<file path="config.mk">
export PLATFORM = sky130hd
export DESIGN_NAME = deq_cell
export DESIGN_NICKNAME = d
export VERILOG_FILES = /design/src/rtl/double_ended_queue_unit_assert.svh /design/src/rtl/deq_pkg.sv /design/src/rtl/deq_cell.sv
export SDC_FILE = /design/constraint.sdc
export NUM_CORES = 1
export LEC_CHECK = 0
export BUFFER_PORTS_ARGS = -buffer_cell sky130_fd_sc_hd__buf_2
export CAP_MARGIN = 20
export CORE_UTILIZATION = 44
export DETAILED_ROUTE_END_ITERATION = 12
export GPL_TIMING_DRIVEN = 0
export PLACE_DENSITY = 0.93
export SLEW_MARGIN = 20
export SYNTH_ARGS = -nofsm -noshare
export SYNTH_HDL_FRONTEND = slang
export SYNTH_SLANG_ARGS = --single-unit
</file>
<file path="constraint.sdc">
create_clock -name i_clk -period 7.8 [get_ports i_clk]
set_input_delay 1.17 -clock i_clk [delete_from_list [all_inputs] [get_ports i_clk]]
set_output_delay 1.17 -clock i_clk [all_outputs]
set_load 0.01 [all_outputs]
</file>
<file path="src/rtl/double_ended_queue_unit_assert.svh">
// Assertion macros for the double-ended queue unit.
`ifndef DOUBLE_ENDED_QUEUE_UNIT_ASSERT_SVH
`define DOUBLE_ENDED_QUEUE_UNIT_ASSERT_SVH

// same-cycle implication, checked outside reset
`define DEQ_ASSERT_NOW(label, ante, cons, msg) \
    label: assert property (@(posedge i_clk) disable iff (!i_rst_n) (ante) |-> (cons)) \
        else $error(msg);

// next-cycle implication, checked outside reset
`define DEQ_ASSERT_NEXT(label, ante, cons, msg) \
    label: assert property (@(posedge i_clk) disable iff (!i_rst_n) (ante) |=> (cons)) \
        else $error(msg);

`endif

</file>
<file path="src/rtl/deq_pkg.sv">
// Shared types and constants for the double-ended queue unit.
package deq_pkg;

    localparam int DEPTH_DEFAULT = 64;
    localparam int WORD_W        = 32;
    localparam int FILL_W        = 7;

    localparam logic signed [WORD_W-1:0] POP_EMPTY_WORD = '1;
    localparam logic signed [WORD_W-1:0] PUSH_WORD      = '0;

    typedef enum logic [1:0] {
        OP_PUSH_BACK  = 2'd0,
        OP_PUSH_FRONT = 2'd1,
        OP_POP_FRONT  = 2'd2,
        OP_POP_BACK   = 2'd3
    } t_op;

    typedef enum logic [1:0] {
        ST_OK    = 2'd0,
        ST_EMPTY = 2'd1,
        ST_FULL  = 2'd2
    } t_status;

    typedef enum logic {
        S_IDLE  = 1'b0,
        S_DRAIN = 1'b1
    } t_state;

    typedef struct packed {
        logic en;
        t_op  op;
    } t_cell_cmd;

endpackage

</file>
<file path="src/rtl/deq_cell.sv">
// One storage cell of the queue chain: a word, its valid bit and a return-path stage.
module deq_cell (
    input  logic                             i_clk,
    input  logic                             i_rst_n,
    input  deq_pkg::t_cell_cmd               i_cmd,
    input  logic signed [deq_pkg::WORD_W-1:0] i_push_value,
    input  logic                             i_prev_valid,
    input  logic signed [deq_pkg::WORD_W-1:0] i_prev_data,
    input  logic                             i_next_valid,
    input  logic signed [deq_pkg::WORD_W-1:0] i_next_data,
    input  logic signed [deq_pkg::WORD_W-1:0] i_next_ret,
    output logic                             o_valid,
    output logic signed [deq_pkg::WORD_W-1:0] o_data,
    output logic signed [deq_pkg::WORD_W-1:0] o_ret
);

    logic                              r_valid;
    logic                              n_valid;
    logic signed [deq_pkg::WORD_W-1:0] r_data;
    logic signed [deq_pkg::WORD_W-1:0] n_data;
    logic signed [deq_pkg::WORD_W-1:0] r_ret;
    logic signed [deq_pkg::WORD_W-1:0] n_ret;
    logic                              w_tail;
    logic                              w_first_free;

    assign w_tail       = r_valid & ~i_next_valid;
    assign w_first_free = i_prev_valid & ~r_valid;

    always_comb begin
        n_valid = r_valid;
        n_data  = r_data;
        n_ret   = i_next_ret;
        if (i_cmd.en) begin
            unique case (i_cmd.op)
                deq_pkg::OP_PUSH_BACK: begin
                    if (w_first_free) begin
                        n_valid = 1'b1;
                        n_data  = i_push_value;
                    end
                end
                deq_pkg::OP_PUSH_FRONT: begin
                    n_valid = i_prev_valid;
                    n_data  = i_prev_data;
                end
                deq_pkg::OP_POP_FRONT: begin
                    n_valid = i_next_valid;
                    n_data  = i_next_data;
                end
                deq_pkg::OP_POP_BACK: begin
                    if (w_tail) begin
                        n_valid = 1'b0;
                        n_ret   = r_data;
                    end
                end
                default: begin
                    n_valid = r_valid;
                end
            endcase
        end
    end

    always_ff @(posedge i_clk) begin
        if (!i_rst_n) begin
            r_valid <= 1'b0;
        end else begin
            r_valid <= n_valid;
        end
        r_data <= n_data;
        r_ret  <= n_ret;
    end

    assign o_valid = r_valid;
    assign o_data  = r_data;
    assign o_ret   = r_ret;

endmodule
</file>
==> results.json <==
{
  "die_h_um": 82.9,
  "vdd.ir_drop.worst_mv": 0.145,
  "core_um2": 6350,
  "critical_path_buf_inv_count": 3,
  "cts-htree-levels": 3,
  "dp_cells": 507,
  "slew_headroom": 0.576,
  "cts_tree": "built",
  "crit_fanout": 18,
  "fin_crit_ps": 2530,
  "antenna_found_initial": 0,
  "path_cells": "buf_2, inv_1, ha_1, nand2b_1, a21boi_4, buf_16",
  "clk_path_buf_depth": 2,
  "layout.cells.non_filler": 523,
  "r2r-start": "o_valid",
  "cp.arrival_ps": 2570,
  "layout-drive-gt1-share": 0.576,
  "worstPathRequired_ps": 7840,
  "leakage_nw": 2.10,
  "vias": 2671,
  "syn-cell-area_um2": 2880,
  "crit_slowest_cell": "a21boi_4",
  "totalWireLength_um": 8380,
  "setup-tns-final_ps": 0,
  "drt_pass1_iterations": 4,
  "setup_viol": 0,
  "r2r-end": "o_data[18]",
  "die_area_um2": 6870,
  "num_antenna_cells": 0,
  "regArea_um2": 1620,
  "start_util": 0.453,
  "clk_pin_slew_ps": 70,
  "synth_nets": 370,
  "cts-resized-gates": 0,
  "slew_viol_final": 0,
  "ys.warnings.count": 0,
  "finClkSkew_ps": 10.5,
  "crit_type": "in2reg",
  "gp_congestion": 0.864,
  "grt.overflow.total": 0,
  "layout-area-overhead-vs-synth_pct": 45.7,
  "layout_common_cells": "buf_2 (205), a21oi_1 (33), dfxtp_1 (33)",
  "cts-buffers-inserted": 9,
  "grt_max_degree": 19,
  "crit_path_end_kind": "flip-flop",
  "drc": 0,
  "cts_post_setup_buffers_inserted": 0,
  "antenna_left": 0,
  "rsz0062_at_grt": "false",
  "grtUsageTotal": 0.243,
  "num_rows": 29,
  "drt_iter0_drc": 107,
  "max_freq_ghz": 0.396,
  "min_from": "o_data[1]",
  "dp_hpwl_um": 6550,
  "whs_endpoint": "o_ret[1]",
  "period_share": 0.324,
  "final_util": 0.661,
  "die_w_um": 82.9,
  "r2r_cells": 3,
  "layout_commonest_cell": "buf_2",
  "pin_count": 200,
  "cp_top_family": "compound AO/OA/AOI/OAI gates",
  "wl_per_cell_um": 16.0,
  "numPortBuffers": 199,
  "max_cap_viol_count": 0,
  "synth-seq-cells": 65,
  "root_buffer": "clkbuf_8",
  "hold_buffers": 0,
  "synthDistinctLibCells": 22,
  "postSynthCellCount": 230,
  "synth.avg_cell_area_um2": 12.5,
  "multi_input_area_um2": 1160,
  "yosysSeqAreaShare": 0.563,
  "grt_pass1_wl_um": 13200,
  "tightest_slew_ps": 634,
  "status": "complete, no violations",
  "slowest_delay_ps": 540,
  "fillers": 512,
  "crit_start": "i_cmd[0]",
  "vias_per_cell": 5.11,
  "grt_pass1_vias": 2720,
  "min_path_type": "reg2reg",
  "ff2ff_setup_slack_ps": 6110,
  "clock_latency_ps": 330,
  "crit_path_start_kind": "primary input",
  "clock-sinks": 65,
  "finalHoldViolations": 0,
  "power.density_nw_per_um2": 195,
  "nets": 581,
  "holdPathStages": 1
}
## stage by stage
| step | hold WS (ps) | power, mW | instance area (um^2) | setup WS [ps] |
|---|---|---|---|---|
| after detailed placement | 485 | 0.549 | 4010 | 4940 |
| after CTS | 499 | 0.822 | 4200 | 5280 |
| after global routing | 507 | 0.851 | 4200 | 5180 |
| after floorplan | 552 | 0.473 | 2880 | 3390 |
| final | 498 | 0.818 | 4200 | 5270 |
| after global placement | 480 | 0.540 | 3970 | 2090 |
## cells in the mapped netlist
cell,number,area (um^2)
a21oi_1,33,165
dfxtp_1,33,661
a22oi_1,32,240
edfxtp_1,32,961
nor2_1,32,120
mux2_4,30,450
clkbuf_1,8,30.0
buf_2,6,30.0
ha_1,5,62.6
buf_6,3,33.8
inv_1,2,7.51
mux2_2,2,22.5
nand2_1,2,7.51
nand2b_1,2,12.5
a21boi_0,1,7.51
a221o_1,1,10.0
buf_1,1,3.75
mux2i_1,1,10.0
nand3b_1,1,7.51
nand4b_4,1,23.8
nor3b_1,1,7.51
o21ai_0,1,5.00
## area by class of cell
class | count | share of cell area
sequential | 65 | 0.387
clock inverter | 6 | 0.0137
clock buffer | 10 | 0.0304
timing repair buffer | 200 | 0.244
multi-input combinational | 145 | 0.277
buffer | 18 | 0.0233
inverter | 2 | 0.00179
tap | 77 | 0.0230
## registers in the layout (all words and copies together), names as in the netlist
register  count
o_ret        32
o_valid       1
o_data       32
## layer usage
layer	vias up	track usage	share of wire
met5	-	0	0
met4	0	0.0925	0.017
met3	13	0.0467	0.050
met2	121	0.446	0.54
met1	1262	0.278	0.40
li1	1275	-	-
## power by group
group	switching, mW	internal (mW)	total, mW	leakage [nW]
Combinational	0.0735	0.0718	0.145	1.42
Sequential	0.00892	0.387	0.396	0.579
Clock	0.131	0.146	0.277	0.0940
Total	0.213	0.605	0.818	2.10
## worst register-to-register path: cells and delay by family, from the launching register on
kind | cells | cell delay [ps]
simple gates | 1 | 230
flops | 1 | 370
compound gates | 1 | 550
buf+inv | 1 | 240
## how the worst max path moves through the flow
stage,depth (start not counted),endpoint
finish,6,o_data[18]
global route,6,o_data[16]
global placement,5,o_data[19]
detailed placement,6,o_data[13]
CTS,6,o_data[18]
floorplan,4,o_data[0]
## logic make-up (layout without fill, tap and decap cells)
kind of cell,after synthesis,count (layout),share of synthesized area
buffers and inverters,20,236,0.0365
and+or+nand+nor,39,39,0.0621
DFF,65,65,0.563
muxes,33,33,0.168
adders and majority gates,5,5,0.0217
AOI/OAI and AO/OA,68,68,0.149
(Power assumes the default switching activity.)
